<file path="src/rtl/sds_pkg.sv">
// ----------------------------------------------------------------------------
// sds_pkg: shared types and constants of the star-delta starter
// Item and result layouts, operation and fault codes, register indexes.
// ----------------------------------------------------------------------------
package sds_pkg;

  // Operation carried by an input item.
  typedef enum logic [1:0] {
    OP_TICK     = 2'd0,
    OP_START    = 2'd1,
    OP_STOP     = 2'd2,
    OP_EXT_STOP = 2'd3
  } op_t;

  // Fault codes as reported on last_fault.
  localparam logic [3:0] FC_NONE   = 4'd0;
  localparam logic [3:0] FC_OVER   = 4'd1;
  localparam logic [3:0] FC_UNDER  = 4'd2;
  localparam logic [3:0] FC_MANUAL = 4'd3;
  localparam logic [3:0] FC_REMOTE = 4'd4;

  // Voltage check codes.
  localparam logic [1:0] VF_OK   = 2'd0;
  localparam logic [1:0] VF_OVER = 2'd1;

  // Configuration port.
  localparam int CFG_IDX_W  = 3;
  localparam int CFG_DATA_W = 12;
  localparam logic [CFG_IDX_W-1:0] CFG_STAR_DELAY    = 3'd0;
  localparam logic [CFG_IDX_W-1:0] CFG_DEAD_TIME     = 3'd1;
  localparam logic [CFG_IDX_W-1:0] CFG_RESTART_DELAY = 3'd2;
  localparam logic [CFG_IDX_W-1:0] CFG_DEBOUNCE      = 3'd3;
  localparam logic [CFG_IDX_W-1:0] CFG_FORCE_RUN     = 3'd4;

  // Scaling of the delay registers to milliseconds.
  localparam int MS_PER_TENTH  = 100;
  localparam int MS_PER_SECOND = 1000;
  localparam int STAR_MS_W     = 15;   // 255 * 100 fits
  localparam int RESTART_MS_W  = 22;   // 4095 * 1000 fits
  localparam int PRESS_AGE_W   = 16;

  // Register reset values.
  localparam int RST_STAR_TENTHS = 50;
  localparam int RST_DEAD_MS     = 100;
  localparam int RST_RESTART_S   = 60;
  localparam int RST_DEBOUNCE_MS = 50;

  // Configuration as seen by the controller, delays already in ms.
  typedef struct packed {
    logic [STAR_MS_W-1:0]    star_ms;
    logic [9:0]              dead_ms;
    logic [RESTART_MS_W-1:0] restart_ms;
    logic [9:0]              debounce_ms;
    logic                    force_run;
  } cfg_t;

  // Input item, packed so that op sits in the lowest bits.
  typedef struct packed {
    logic [3:0] stop_code;
    logic [3:0] protection_fault;
    logic [1:0] voltage_fault;
    op_t        op;
  } item_t;

  localparam int ITEM_W = $bits(item_t);

  // Result item.
  typedef struct packed {
    logic       running;
    logic [3:0] last_fault;
    logic [2:0] motor_state;
    logic       relay_delta;
    logic       relay_star;
    logic       relay_main;
  } res_t;

  localparam int RES_W = $bits(res_t);

endpackage

</file>
<file path="src/rtl/sds_cfg.sv">
// ----------------------------------------------------------------------------
// sds_cfg: configuration registers
// Holds the five settings; delays are scaled to milliseconds on write.
// ----------------------------------------------------------------------------
module sds_cfg
  import sds_pkg::*;
(
  input  logic                  clk,
  input  logic                  rst,
  input  logic                  cfg_we,
  input  logic [CFG_IDX_W-1:0]  cfg_index,
  input  logic [CFG_DATA_W-1:0] cfg_data,
  output cfg_t                  cfg
);

  always_ff @(posedge clk) begin
    if (rst) begin
      cfg.star_ms     <= STAR_MS_W'(RST_STAR_TENTHS * MS_PER_TENTH);
      cfg.dead_ms     <= 10'(RST_DEAD_MS);
      cfg.restart_ms  <= RESTART_MS_W'(RST_RESTART_S * MS_PER_SECOND);
      cfg.debounce_ms <= 10'(RST_DEBOUNCE_MS);
      cfg.force_run   <= 1'b0;
    end else if (cfg_we) begin
      unique case (cfg_index)
        CFG_STAR_DELAY:
          cfg.star_ms <= STAR_MS_W'(cfg_data[7:0]) * STAR_MS_W'(MS_PER_TENTH);
        CFG_DEAD_TIME:     cfg.dead_ms <= cfg_data[9:0];
        CFG_RESTART_DELAY:
          cfg.restart_ms <= RESTART_MS_W'(cfg_data) * RESTART_MS_W'(MS_PER_SECOND);
        CFG_DEBOUNCE:      cfg.debounce_ms <= cfg_data[9:0];
        CFG_FORCE_RUN:     cfg.force_run <= cfg_data[0];
        default: ;
      endcase
    end
  end

endmodule

</file>
<file path="src/rtl/sds_core.sv">
// ----------------------------------------------------------------------------
// sds_core: starter state machine
// Applies one item to the controller state and registers the result.
// ----------------------------------------------------------------------------
module sds_core
  import sds_pkg::*;
#(
  parameter int AGE_BITS = 22
) (
  input  logic  clk,
  input  logic  rst,
  input  logic  step_en,
  input  item_t item,
  input  cfg_t  cfg,
  output res_t  res
);

  localparam int CMP_W = (AGE_BITS > RESTART_MS_W) ? AGE_BITS : RESTART_MS_W;

  typedef enum logic [2:0] {
    ST_IDLE  = 3'd0,
    ST_STAR  = 3'd1,
    ST_DEAD  = 3'd2,
    ST_DELTA = 3'd3,
    ST_FAULT = 3'd4,
    ST_RWAIT = 3'd5
  } state_t;

  state_t                 state, state_next;
  logic [3:0]             fault, fault_next;
  logic                   start_pending, start_pending_next;
  logic                   stop_pending, stop_pending_next;
  logic [AGE_BITS-1:0]    state_age, state_age_next;
  logic [PRESS_AGE_W-1:0] start_age, start_age_next;
  logic [PRESS_AGE_W-1:0] stop_age, stop_age_next;
  logic [AGE_BITS-1:0]    age_inc;
  logic [CMP_W-1:0]       age_cmp;
  res_t                   res_next;

  assign age_inc = (&state_age) ? state_age : state_age + 1'b1;
  assign age_cmp = CMP_W'(age_inc);

  always_comb begin
    state_next         = state;
    fault_next         = fault;
    start_pending_next = start_pending;
    stop_pending_next  = stop_pending;
    state_age_next     = state_age;
    start_age_next     = start_age;
    stop_age_next      = stop_age;

    unique case (item.op)
      OP_TICK: begin
        state_age_next = age_inc;
        start_age_next = (&start_age) ? start_age : start_age + 1'b1;
        stop_age_next  = (&stop_age) ? stop_age : stop_age + 1'b1;
        unique case (state)
          ST_IDLE: begin
            if (start_pending) begin
              start_pending_next = 1'b0;
              state_age_next     = '0;
              if (item.voltage_fault != VF_OK && !cfg.force_run) begin
                fault_next = (item.voltage_fault == VF_OVER) ? FC_OVER : FC_UNDER;
                state_next = ST_FAULT;
              end else begin
                state_next = ST_STAR;
              end
            end
          end
          ST_STAR, ST_DELTA: begin
            if (stop_pending) begin
              stop_pending_next = 1'b0;
              fault_next        = FC_MANUAL;
              state_next        = ST_IDLE;
              state_age_next    = '0;
            end else if (state == ST_STAR) begin
              if (age_cmp >= CMP_W'(cfg.star_ms)) begin
                state_next     = ST_DEAD;
                state_age_next = '0;
              end
            end else if (item.protection_fault != FC_NONE) begin
              fault_next     = item.protection_fault;
              state_next     = ST_FAULT;
              state_age_next = '0;
            end
          end
          ST_DEAD: begin
            if (age_cmp >= CMP_W'(cfg.dead_ms)) begin
              state_next     = ST_DELTA;
              state_age_next = '0;
            end
          end
          ST_FAULT: begin
            if (fault != FC_MANUAL && fault != FC_REMOTE &&
                age_cmp >= CMP_W'(cfg.restart_ms)) begin
              state_next     = ST_RWAIT;
              state_age_next = '0;
            end
            // A manual reset by start press takes precedence over the restart.
            if (start_pending) begin
              start_pending_next = 1'b0;
              fault_next         = FC_NONE;
              state_next         = ST_IDLE;
              state_age_next     = '0;
            end
          end
          ST_RWAIT: begin
            fault_next         = FC_NONE;
            start_pending_next = 1'b1;
            state_next         = ST_IDLE;
            state_age_next     = '0;
          end
          default: begin
            state_next     = ST_IDLE;
            state_age_next = '0;
          end
        endcase
      end
      OP_START: begin
        if (start_age >= PRESS_AGE_W'(cfg.debounce_ms)) begin
          start_age_next = '0;
          if (state == ST_IDLE || state == ST_FAULT) start_pending_next = 1'b1;
        end
      end
      OP_STOP: begin
        if (stop_age >= PRESS_AGE_W'(cfg.debounce_ms)) begin
          stop_age_next     = '0;
          fault_next        = FC_MANUAL;
          stop_pending_next = 1'b1;
        end
      end
      OP_EXT_STOP: begin
        fault_next        = (item.stop_code == FC_NONE) ? FC_MANUAL : item.stop_code;
        stop_pending_next = 1'b1;
      end
      default: ;
    endcase
  end

  always_comb begin
    res_next.relay_main  = (state_next == ST_STAR) || (state_next == ST_DEAD) ||
                           (state_next == ST_DELTA);
    res_next.relay_star  = (state_next == ST_STAR);
    res_next.relay_delta = (state_next == ST_DELTA);
    res_next.motor_state = state_next;
    res_next.last_fault  = fault_next;
    res_next.running     = (state_next == ST_STAR) || (state_next == ST_DELTA);
  end

  always_ff @(posedge clk) begin
    if (rst) begin
      state         <= ST_IDLE;
      fault         <= FC_NONE;
      start_pending <= 1'b0;
      stop_pending  <= 1'b0;
      state_age     <= '0;
      start_age     <= '0;
      stop_age      <= '0;
    end else if (step_en) begin
      state         <= state_next;
      fault         <= fault_next;
      start_pending <= start_pending_next;
      stop_pending  <= stop_pending_next;
      state_age     <= state_age_next;
      start_age     <= start_age_next;
      stop_age      <= stop_age_next;
      res           <= res_next;
    end
  end

endmodule

</file>
<file path="src/rtl/star_delta_starter_fsm.sv">
// ----------------------------------------------------------------------------
// star_delta_starter_fsm: star-delta motor starter sequencer
// Path: an accepted item waits in the input register until the controller
// steps, which loads its result into the result register.
// Throughput: one item per cycle unless back pressure stalls the controller step.
// Reset (rst, synchronous, active high) returns the controller to idle with
// no fault, clears both pipeline stages and restores the register defaults.
// ----------------------------------------------------------------------------
//
// Each input item is a 1 ms tick, a start or stop button press, or an
// external stop. The item is first captured in an input register. When that
// register can move on, the controller step in sds_core applies it to the
// state and loads the result register in the same edge. Back pressure on the
// master side stalls the input register; the input still accepts a transfer
// in the cycle that the waiting result is taken, so a stream with tready held
// high runs at one item per clock.
//
// Timing is carried in milliseconds: the star delay (tenths of a second) and
// restart delay (seconds) are scaled to milliseconds when written, so the
// controller only compares its state age against ready-made thresholds.
module star_delta_starter_fsm
  import sds_pkg::*;
#(
  parameter int AGE_BITS = 22
) (
  input  logic                  clk,
  input  logic                  rst,
  // Configuration write port.
  input  logic                  cfg_we,
  input  logic [CFG_IDX_W-1:0]  cfg_index,
  input  logic [CFG_DATA_W-1:0] cfg_data,
  // Input stream.
  input  logic                  s_tvalid,
  output logic                  s_tready,
  // s_tdata from bit 0: op[1:0], voltage_fault[3:2], protection_fault[7:4],
  // stop_code[11:8], zero padding[15:12]
  input  logic [15:0]           s_tdata,
  // Result stream.
  output logic                  m_tvalid,
  input  logic                  m_tready,
  // m_tdata from bit 0: relay_main[0], relay_star[1], relay_delta[2],
  // motor_state[5:3], last_fault[9:6], running[10], zero padding[15:11]
  output logic [15:0]           m_tdata
);

  cfg_t  cfg;
  item_t in_item;
  logic  in_valid;
  logic  out_valid;
  logic  advance;
  res_t  res;

  // The held item moves into the controller when the result register is
  // empty or its contents are being taken in this cycle.
  assign advance  = in_valid && (!out_valid || m_tready);
  assign s_tready = !in_valid || advance;

  always_ff @(posedge clk) begin
    if (rst) begin
      in_valid  <= 1'b0;
      out_valid <= 1'b0;
    end else begin
      if (s_tready) in_valid <= s_tvalid;
      if (advance) out_valid <= 1'b1;
      else if (m_tready) out_valid <= 1'b0;
    end
  end

  // Payload of the input stage; no reset needed.
  always_ff @(posedge clk) begin
    if (s_tvalid && s_tready) in_item <= item_t'(s_tdata[ITEM_W-1:0]);
  end

  sds_cfg u_cfg (
    .clk       (clk),
    .rst       (rst),
    .cfg_we    (cfg_we),
    .cfg_index (cfg_index),
    .cfg_data  (cfg_data),
    .cfg       (cfg)
  );

  sds_core #(
    .AGE_BITS (AGE_BITS)
  ) u_core (
    .clk     (clk),
    .rst     (rst),
    .step_en (advance),
    .item    (in_item),
    .cfg     (cfg),
    .res     (res)
  );

  assign m_tvalid = out_valid;
  assign m_tdata  = {(16 - RES_W)'(0), res};

endmodule

</file>
<file path="config.mk">
export PLATFORM = sky130hd
export DESIGN_NAME = star_delta_starter_fsm
export DESIGN_NICKNAME = d
export VERILOG_FILES = /design/src/rtl/sds_pkg.sv /design/src/rtl/sds_cfg.sv /design/src/rtl/sds_core.sv /design/src/rtl/star_delta_starter_fsm.sv
export SDC_FILE = /design/constraint.sdc
export NUM_CORES = 1
export LEC_CHECK = 0
export ABC_CLOCK_PERIOD_IN_PS = 6950
export BUFFER_PORTS_ARGS = -buffer_cell sky130_fd_sc_hd__buf_2
export CORE_MARGIN = 2
export CORE_UTILIZATION = 50
export CTS_BUF_LIST = sky130_fd_sc_hd__clkbuf_16
export CTS_CLUSTER_DIAMETER = 80
export DETAILED_ROUTE_END_ITERATION = 10
export PLACE_DENSITY = 0.7
export REMOVE_ABC_BUFFERS = 1
export SYNTH_ARGS = -nofsm -noshare
export SYNTH_HDL_FRONTEND = slang
export SYNTH_SLANG_ARGS = --single-unit
</file>
<file path="constraint.sdc">
create_clock -name clk -period 6.95 [get_ports clk]
set_input_delay 1.39 -clock clk [delete_from_list [all_inputs] [get_ports clk]]
set_output_delay 1.39 -clock clk [all_outputs]
set_load 0.01 [all_outputs]
</file>
==> summary.md, run 1 <==
| Metric | Value |
|---|---|
| R2r startpoint | u_core.state_age[0] |
| Final-report max-slew violation count | 0 |
| Max Fclk | between 150 and 200 MHz |
| Post_cts resized | 0 |
| Crit-path max FO | 10 |
| Number of synthesized flops with an enable pin | 23 |
| TritonCTS clock tree | yes |
| CTS Root Cell | clkbuf_16 |
| Clock Skews | 0.0128 ns |
| Multi-input gate area | 0.00712 mm² |
| Area Overhead vs Synth | 8.06% |
| Final std cells w/o fill | 1580 |
| Worst Max-Slew Pin Slew | 1.24 ns |
| WS Path Type | primary input to flip-flop |
| CP max stage delay | 0.59 ns |
| Post-Syn Area | roughly 0.011 mm² |
| Mean Syn Cell Area | 8.55 µm² |
| Initial antenna violation count | 0 |
| Max Root-Sink Buffers | 2 |
| Post-Route WL | 26100 µm |
| Cell depth of the worst hold path | 2 |
| Pleak | 0.00502 µW |
| FP Rows | 54 |
| Main synth FF type | dfxtp_1 |
| Largest net degree at the start of global routing | 43 |
| Vias | 9254 |
| Max H-tree Level | 4 |
| Hold Crit Start | u_cfg.cfg[3] |
| Clock Pin Slew Worst Setup and Hold Paths | 0.06 ns |
| Most common cell after layout, fill and taps aside | nand2_1 |
| Setup violators final | 0 |
| Vias per inst | 5.86 |
| Hold EP | u_cfg.cfg[3] |
| Status | complete, no violations |
| Clk sinks | 141 |
| Post-route minimum period | 5.60 ns |
| Pwr Density | 228 mW/mm² |
| Skew-Pair Late Insertion Delay | 0.44 ns |
| Max_cap viols | 0 |
| Core Util, Final | 0.546 |
| CTS Buf Count | 17 |
| IO Pins | 54 |
| Worst vdd ir | 0.189 mV |
| DP Wirelength | 19300 µm |
| Area post-placement | 0.0112 mm² |
| Post-synth ARST share | 0 |
| Syn Inst Count | approximately 1300 |
| Number of port buffers | 44 |
| Worst Path Buf+Inv | 3 |
| Synthesis warning total | 0 |
| Most frequent cells in the layout | 145 x nand2_1, 132 x ha_1, 118 x dfxtp_1 |
| RSZ-0062 raised after global routing | false |
| R2R Setup Slk | around 1.4 ns |
| Top cell type's share of synthesized area | 0.216 |
| Worst min-delay path category | flip-flop to flip-flop |
| CP Launch Type | primary input |
| Req. time, crit path | 7.28 ns |
| Total GRT Usage | 0.231 |
| Tcrit/Tclk final | 0.805 |
| Design area | roughly 0.012 mm² |
| Hold Buf Count CTS | 0 |
| Critical path's top delay family | adder cells |
| GRT overflow | 0 |
| Fill count | between 2000 and 2500 |
| Initial Utilization | 0.506 |
| Die W | between 150 and 200 µm |
| Antenna viol nets, final | 0 |
| Post-CTS Setup Inserts | 0 |
| Flops & latches, synth | 141 |
| Data arrival, critical path | 5.92 ns |
| Worst R2R Path Depth | 15 |
| Reg2Reg Capture Point | u_core.state_age[5] |
| Number of global-route vias before repair | a little under 9000 |
| NumNets Final | 1496 |
| Drt wl/cell | 16.5 µm |
| Slew Limit Headroom | 0.171 |
| Seq/Total Area, Yosys | 0.279 |
| Synth area leaders | dfxtp_1 22%, ha_1 15%, fa_1 7.5% |
| Critical Path End Type | flip-flop |
| Seq. cell area | just over 0.003 mm² |
| Placeable Area | 0.0216 mm² |
| Post-route setup TNS | 0 ns |
| First-pass GRT wire length | roughly 44000 µm |
| DR DRC count | 0 |
| Synth unique cells | 81 |
| Critical path's slowest cell | fa_1 |
| Fin. Hold Viols | 0 |
| Drt pass-1 iters | 5 |
| Total Power | 2690 µW |
| Layout cells sized above 1 | 0.0800 |
| Chip height | approximately 150 µm |
| Iteration-0 DRC Markers | 730 |
| Die Area | 0.0231 mm² |
| Cells along the critical path | buf_2 > fa_1 > inv_1 > fa_1 > fa_1 > inv_1 > fa_1 > ha_1 > a21o_1 > a2111oi_2 > o31ai_1 > o41ai_2 > o21ai_0 > or4b_1 > o311ai_0 |
| Dpl cells | 1548 |
| Critical path's most frequent cell | fa_1 |
| Leading area contributor after synthesis | dfxtp_1 |
| GPL Wtd Cong | 0.884 |
| Antenna cells | 0 |
-- synthesized netlist by cell type (11+ instances only) --
cell,count
nor3_1,29
or3_1,15
dfxtp_1,118
nand3_1,42
xnor2_1,30
ha_1,132
o21ai_0,46
or4_1,14
nand2_1,145
and2_1,12
a31oi_1,13
o211ai_1,36
o31ai_1,20
clkbuf_1,41
edfxtp_1,23
nand4_1,25
and3_1,17
a21o_1,16
fa_1,41
a21oi_1,106
nor2_1,70
nor4_1,11
xor2_1,16
inv_1,114
-- layout make-up --
class,instances,share of cell area
clock inverters,14,0.0111
multi-input cells,961,0.603
well taps,280,0.0297
clock buffers,18,0.0381
flip-flops and latches,141,0.258
repair buffers,51,0.0231
inverters,115,0.0365
-- per-layer routing --
| metal | vias to the layer above | track usage | wire length, µm |
|---|---|---|---|
| met4 | 0 | 0.0872 | 656 |
| met1 | 4339 | 0.320 | 12300 |
| met2 | 261 | 0.368 | 11800 |
| li1 | 4605 | - | - |
| met3 | 49 | 0.0337 | 1340 |
| met5 | - | 0 | 0 |
-- stage by stage --
| stage | hold WS (ns) | setup slack, ns |
|---|---|---|
| 2_1_floorplan | 0.426 | 1.39 |
| 3_3_place_gp | 0.442 | 0.969 |
| 3_5_place_dp | 0.446 | 0.900 |
| 4_1_cts | 0.452 | 1.34 |
| 5_1_grt | 0.475 | 1.02 |
| 6_report | 0.455 | 1.35 |
-- worst max-delay path by stage --
stage,cells past startpoint,startpoint,endpoint,slack (ns)
6_report,15,cfg_data[0],u_cfg.cfg[31],1.35
2_1_floorplan,14,cfg_data[0],u_cfg.cfg[31],1.39
3_5_place_dp,15,cfg_data[0],u_cfg.cfg[31],0.90
5_1_grt,15,cfg_data[2],u_cfg.cfg[31],1.02
4_1_cts,15,cfg_data[0],u_cfg.cfg[31],1.34
3_3_place_gp,15,cfg_data[0],u_cfg.cfg[31],0.97
-- registers in the layout, summed over array words and instances (netlist names) --
| name | cells |
|---|---|
| u_cfg.cfg | 53 |
| m_tvalid | 1 |
| u_core.start_age | 16 |
| in_valid | 1 |
| u_core.start_pending | 1 |
| in_item | 12 |
| u_core.stop_age | 16 |
| u_core.fault | 4 |
| u_core.state_age | 22 |
| u_core.state | 3 |
| u_core.res | 11 |
| u_core.stop_pending | 1 |
-- cells by family (layout without fill, tap and decap cells) --
family | after synthesis | count (layout) | synth area share
AND/OR/NAND/NOR | 422 | 422 | 0.192
XOR/XNOR | 46 | 46 | 0.0369
AO/OA/AOI/OAI | 305 | 305 | 0.185
flip-flops | 141 | 141 | 0.279
adder cells (fa/ha/maj) | 173 | 173 | 0.226
multiplexers | 10 | 10 | 0.00939
other | 1 | 5 | 0.000343
buffers and inverters | 181 | 198 | 0.0711
-- worst register-to-register path: cells and delay by family, from the launching register on --
kind | cells | cell delay [ns]
AOI/OAI and AO/OA | 3 | 0.48
xor gates and xnor gates | 1 | 0.46
and+or+nand+nor | 9 | 3.28
adders and majority gates | 2 | 0.69
DFF | 1 | 0.54
-- power breakdown --
group / internal [µW] / switching [µW]
Sequential: 853 / 17.5
Combinational: 385 / 535
Clock: 519 / 384
Power figures use the tool's default switching activity.
==> inputs of run 2 (changes only) <==
- ABC_CLOCK_PERIOD_IN_PS: 6950 -> 4500
- PLACE_DENSITY: 0.7 -> 0.73
- clock period: 6.95 -> 4.5 ns (I/O delays scaled with it)
==> run 2 against run 1 <==
Effect of this change: the flow now finishes with violations (negative setup slack); utilization is 3.7 points higher; via count grew 3.9%; flip-flop and latch count unchanged; worst hold slack got worse by 0.0028 ns; combinational power up 120%; non-clock buffer count rose by 82; worst setup slack worse by 1.5 ns; sequential power rose by 54%; register-to-register slack got worse by 1.2 ns; global-route usage is 0.57 points higher; critical path type unchanged; critical endpoint unchanged; largest power group unchanged.
==> summary.md, run 2 (synthesis results as in run 1) <==
| Metric | Value |
|---|---|
| Largest net degree at the start of global routing | 35 (-19%) |
| Die W | 152 µm (unchanged) |
| Design area | 0.0126 mm² (+6.9%) |
| Die Area | 0.0231 mm² (unchanged) |
| TritonCTS clock tree | yes |
| CP Launch Type | primary input |
| Final-report max-slew violation count | 0 (unchanged) |
| Largest register by flop count | u_cfg.cfg |
| NumNets Final | 1578 (+5.5%) |
| CTS Root Cell | clkbuf_16 |
| Status | finished, violations left |
| Clock Skews | 0.0115 ns (-0.00127 ns) |
| Pwr Density | 370 mW/mm² (+62%) |
| Worst Max-Slew Pin Slew | 1.20 ns (-0.0458 ns) |
| Fin. Hold Viols | 0 (unchanged) |
| Most frequent cells in the layout | 145 x nand2_1, 128 x ha_1, 118 x dfxtp_1 |
| Max H-tree Level | 4 (unchanged) |
| Placement Setup Slack | -0.918 ns (-1.82 ns) |
| PnR worst setup slack | -0.194 ns (-1.55 ns) |
| FP Rows | 54 (unchanged) |
| Antenna cells | 0 (unchanged) |
| Failing checks | negative setup slack |
| Initial antenna violation count | 0 (unchanged) |
| Worst min-delay path category | flip-flop to flip-flop |
| Regs by FF count | u_cfg.cfg: 53 flops, u_core.state_age: 22 flops |
| Drt pass-1 iters | 5 (unchanged) |
| Data arrival, critical path | 5.03 ns (-0.89 ns) |
| Critical Path End Type | flip-flop |
| Max Fclk | 213 MHz |
| Skew-Pair Late Insertion Delay | 0.44 ns (about the same) |
| First-pass GRT wire length | 45400 µm (+3.4%) |
| Number of port buffers | 44 (unchanged) |
| DP Wirelength | 20600 µm (+6.6%) |
| Total GRT Usage | 0.237 (+0.00568) |
| Max_cap viols | 0 (unchanged) |
| Number of flip-flops in the largest register | 53 (unchanged) |
| WS Path Type | primary input to flip-flop |
| Hold WS | 0.452 ns (-0.00282 ns) |
| RSZ-0062 raised after global routing | true |
| Post-route minimum period | 4.69 ns |
| Drt wl/cell | 16.3 µm (-1.5%) |
| Initial Utilization | 0.506 (unchanged) |
| Slew Limit Headroom | 0.196 (+0.0244) |
| Placeable Area | 0.0216 mm² (unchanged) |
| Setup violators final | 1 (+1) |
| Post-Route WL | 27000 µm (+3.6%) |
| Crit-path max FO | 3 (-7) |
| Area Overhead vs Synth | 15.5% |
| Vias per inst | 5.78 (-1.3%) |
| IO Pins | 54 (unchanged) |
| Number of global-route vias before repair | 9315 (+5.0%) |
| Clk sinks | 141 (unchanged) |
| Clock Pin Slew Worst Setup and Hold Paths | 0.06 ns (about the same) |
| Tcrit/Tclk final | 1.04 |
| GRT overflow | 0 (unchanged) |
| Req. time, crit path | 4.83 ns (-2.45 ns) |
| CTS Buf Count | 17 (unchanged) |
| Max Root-Sink Buffers | 2 (unchanged) |
| DR DRC count | 0 (unchanged) |
| Vias | 9611 (+3.9%) |
| Core Util, Final | 0.584 (+0.0375) |
| Antenna viol nets, final | 0 (unchanged) |
| Most common cell after layout, fill and taps aside | nand2_1 |
| Area post-placement | 0.0119 mm² (+5.6%) |
| Pleak | 0.00546 µW (+8.9%) |
| GPL Wtd Cong | 0.927 (+4.9%) |
| Layout cells sized above 1 | 0.151 (+0.0712) |
| Chip height | 152 µm (unchanged) |
| Worst vdd ir | 0.380 mV (+100%) |
| Iteration-0 DRC Markers | 664 (-9.0%) |
## run 2: path summary, 6_finish.rpt
check | start | cells past startpoint | to | slack (ns)
min reg2reg | u_cfg.cfg[3] | 2 | u_cfg.cfg[3] | 0.45
min | u_cfg.cfg[3] | 2 | u_cfg.cfg[3] | 0.45
max reg2reg | u_core.state_age[0] | 17 | u_core.res[2] | 0.28
max | cfg_data[2] | 15 | u_cfg.cfg[31] | -0.19
## run 2: layer usage
layer  vias to the layer above  global-route usage  routed length (µm)
met1                      4563               0.318               12400
met4                         0              0.0748                 541
met3                        37              0.0345                1160
met5                         -                   0                   0
met2                       246               0.396               12900
li1                       4765                   -                   -
## run 2: area by class of cell
class	count	area, µm²
Multi-Input combinational cell	961	7280
Fill cell	1921	9000
Timing Repair Buffer	133	960
Clock buffer	17	425
Clock inverter	15	120
Tap cell	280	350
Sequential cell	141	3050
Inverter	115	432
## run 2: through the flow
stage	setup TNS [ns]	power, µW	instances
finish	-0.194	4670	1662
global route	-0.721	4980	1662
CTS	-0.556	4620	1663
detailed placement	-5.06	3070	1627
global placement	-4.38	3030	1627
floorplan	-1.67	2440	1217
## run 2: worst max-delay path: stages
cell	delay, ns
buf_8	0.10
fa_1	0.56
inv_1	0.06
fa_1	0.45
fa_1	0.51
inv_1	0.05
fa_1	0.52
ha_4	0.21
a21o_1	0.21
a2111oi_4	0.35
o31ai_2	0.12
o41ai_2	0.26
o21ai_1	0.13
or4b_1	0.52
o311ai_1	0.08
## run 2: power by group
| group | internal, µW | switching (µW) |
|---|---|---|
| logic | 999 | 1000 |
| clock network | 756 | 568 |
| registers | 1320 | 27.4 |
| total | 3070 | 1600 |
## run 2: repair_timing
item / CTS / global route
hold buffers: 0 / 0
pin swaps: 34 / 11
resized for setup: 30 / 12
setup endpoints to repair: 5 / 27
setup buffers: 5 / 1
==> inputs of run 3 (changes only) <==
- CORE_UTILIZATION: 50 -> 57
- PLACE_DENSITY: 0.73 -> 0.81
==> run 3 against run 2 <==
Effect of this change: the run still ends with negative setup slack left; fmax is 1.9% lower; combinational power is 12% higher; clock skew is 0.0019 ns lower; critical endpoint unchanged; largest power group unchanged; highest routed layer unchanged.
==> summary.md, run 3 (synthesis results as in run 1) <==
| Metric | Value |
|---|---|
| Critical Path End Type | flip-flop |
| Die W | 142 µm (-6.2%) |
| Clk sinks | 141 (unchanged) |
| Design area | 0.0127 mm² (+0.96%) |
| Initial Utilization | 0.582 (+0.0769) |
| Failing checks | negative setup slack |
| Vias per inst | 6.22 (+7.5%) |
| Vias | 10100 (+4.8%) |
| CP Launch Type | primary input |
| RSZ-0062 raised after global routing | true |
| WS Path Type | primary input to flip-flop |
| Hold Buf Count CTS | 0 (unchanged) |
| NumNets Final | 1583 (+0.32%) |
| Clk pwr share | 0.308 (+0.025) |
| Crit-path max FO | 3 (unchanged) |
| Cells along the critical path | buf_8 > fa_1 > inv_1 > fa_1 > fa_1 > inv_1 > fa_1 > ha_4 > a21o_1 > a2111oi_4 > o31ai_4 > o41ai_4 > o21ai_1 > or4b_1 > o311ai_1 |
| Reg power frac | 0.260 (-0.028) |
| Total Power | 5170 µW (+11%) |
| Chip height | 142 µm (-6.2%) |
| CP max stage delay | 0.57 ns (about the same) |
| Die Area | 0.0203 mm² (-12%) |
| Hold EP | u_cfg.cfg[10] |
| Met3 GRT Util | 0.0431 (+0.00856) |
| Worst min-delay path category | flip-flop to flip-flop |
| Status | finished, violations left |
| R2r startpoint | u_core.state_age[0] |
| TritonCTS clock tree | yes |
| Gate power share | 0.431 (+0.002) |
| Worst Max-Slew Pin Slew | 1.22 ns (+0.0250 ns) |
| Pleak | 0.00554 µW (+1.5%) |
| Worst R2R Path Depth | 16 (-1) |
| FP Rows | 50 (-7.4%) |
| Data arrival, critical path | 5.14 ns (+0.11 ns) |
| Final-report max-slew violation count | 0 (unchanged) |
| Area Overhead vs Synth | 16.6% |
| Fin. Hold Viols | 0 (unchanged) |
| Drt pass-1 iters | 6 (+1) |
| Critical path's slowest cell | fa_1 |
| Layout cells sized above 1 | 0.154 (+0.00306) |
| Area post-placement | 0.0118 mm² (-0.72%) |
| Number of flip-flops in the largest register | 53 (unchanged) |
| Largest register by flop count | u_cfg.cfg |
| Hold Crit Start | u_cfg.cfg[10] |
| GR Util met2 | 0.480 (+0.0836) |
| P_int | 3380 µW (+10%) |
| Drt wl/cell | 17.9 µm (+10%) |
| CTS Buf Count | 17 (unchanged) |
| Core Util, Final | 0.679 (+0.0952) |
| Placeable Area | 0.0188 mm² (-13%) |
| Most frequent cells in the layout | 145 x nand2_1, 125 x ha_1, 118 x dfxtp_1 |
| Skew-Pair Late Insertion Delay | 0.44 ns (about the same) |
| GRT met1 Usage | 0.377 (+0.0587) |
| P_sw | 1790 µW (+12%) |
| Clock Skews | 0.00960 ns (-0.00194 ns) |
| Largest net degree at the start of global routing | 39 (+11%) |
| Post-route minimum period | 4.79 ns (+0.0924 ns) |
| Number of global-route vias before repair | 9660 (+3.7%) |
| Critical path's most frequent cell | fa_1 |
| Slew Limit Headroom | 0.179 (-0.0168) |
| Hold WS | 0.460 ns (+0.00779 ns) |
| GPL Wtd Cong | 0.900 (-2.9%) |
| R2R Setup Slk | 0.33 ns (+0.05 ns) |
| Switching Fraction | 0.346 (+0.00372) |
| Initial antenna violation count | 0 (unchanged) |
| CTS Root Cell | clkbuf_16 |
| Most common cell after layout, fill and taps aside | nand2_1 |
| Max Fclk | 209 MHz (-1.9%) |
| Total GRT Usage | 0.288 (+0.0509) |
| Regs by FF count | u_cfg.cfg: 53 flops, u_core.state_age: 22 flops |
| Cell depth of the worst hold path | 2 (unchanged) |
| Worst vdd ir | 0.384 mV (+1.2%) |
| Pwr Density | 406 mW/mm² (+9.7%) |
| Reg2Reg Capture Point | u_core.res[2] |
| Top Usage Layer GRT | met2 |
| GRT overflow | 0 (unchanged) |
| Iteration-0 DRC Markers | 1149 (+73%) |
| DR DRC count | 0 (unchanged) |
| IO Pins | 54 (unchanged) |
| Placement Setup Slack | -0.855 ns (+0.0628 ns) |
| Clock Pin Slew Worst Setup and Hold Paths | 0.06 ns (about the same) |
| First-pass GRT wire length | 47000 µm (+3.4%) |
| Max Root-Sink Buffers | 2 (unchanged) |
| Setup violators final | 6 (+5) |
| Antenna cells | 0 (unchanged) |
| Max H-tree Level | 4 (unchanged) |
| Post-Route WL | 29000 µm (+7.4%) |
| Tcrit/Tclk final | 1.06 (+0.0205) |
| Number of port buffers | 44 (unchanged) |
| Max_cap viols | 0 (unchanged) |
| Req. time, crit path | 4.85 ns (+0.02 ns) |
| PnR worst setup slack | -0.286 ns (-0.0924 ns) |
| Antenna viol nets, final | 0 (unchanged) |
| DP Wirelength | 20400 µm (-1.2%) |
==> run 3: cell count changes in the layout (fill, tap and decap cells not counted), sizes merged <==
| cell | delta |
|---|---|
| clkinvlp | -2 |
| bufinv | +4 |
| buf | +6 |
| inv | -1 |
| clkinv | -1 |
| clkbuf | -1 |
==> run 3: layer usage <==
layer,up-vias,part of all wire
met5,-,0
met4,0,0.032
met3,89,0.063
met2,438,0.48
met1,4766,0.42
li1,4784,-
==> run 3: cell type report <==
cell class / instances / area (µm²)
fill: 1406 / 6020
clock buffer: 17 / 425
clock inverter: 15 / 233
sequential: 141 / 3050
timing repair buffer: 138 / 996
multi-input combinational: 961 / 7310
tap: 234 / 293
inverter: 115 / 432
==> run 3: critical path: cells and delay by family <==
family | cells | cell delay [ns]
adder cells (fa/ha/maj) | 5 | 2.26
AO/OA/AOI/OAI | 6 | 1.29
AND/OR/NAND/NOR | 1 | 0.47
buffers and inverters | 3 | 0.22
==> run 3: worst max-delay path by stage <==
| stage | from | endpoint | slack, ns | depth (start not counted) |
|---|---|---|---|---|
| final | cfg_data[1] | u_cfg.cfg[31] | -0.29 | 15 |
| after global routing | cfg_data[1] | u_cfg.cfg[30] | -0.36 | 20 |
| after CTS | cfg_data[1] | u_cfg.cfg[31] | -0.22 | 15 |
| after detailed placement | cfg_data[0] | u_cfg.cfg[31] | -0.85 | 15 |
| after global placement | cfg_data[0] | u_cfg.cfg[31] | -0.78 | 15 |
| after floorplan | cfg_data[0] | u_cfg.cfg[31] | -0.57 | 14 |
==> run 3: what timing repair did <==
| action | 4_1_cts | 5_1_grt |
|---|---|---|
| gates resized for setup | 38 | 9 |
| endpoints found under the setup margin | 5 | 8 |
| cloned | 0 | 0 |
| buffers inserted | 6 | 4 |
| pin swaps | 38 | 11 |
==> run 3: stage by stage <==
step | TNS [ns] | instances
6_report | -1.13 | 1621
4_1_cts | -0.408 | 1617
3_5_place_dp | -4.96 | 1579
3_3_place_gp | -4.27 | 1579
2_1_floorplan | -1.67 | 1217
5_1_grt | -1.47 | 1621
==> run 3: power groups by stage <==
stage | logic [µW] | registers [µW] | clock network [µW]
6_report | 2230 | 1350 | 1600
5_1_grt | 2400 | 1350 | 1650
4_1_cts | 1950 | 1340 | 1590
3_5_place_dp | 1680 | 1370 | 0
3_3_place_gp | 1630 | 1370 | 0
2_1_floorplan | 1070 | 1360 | 0
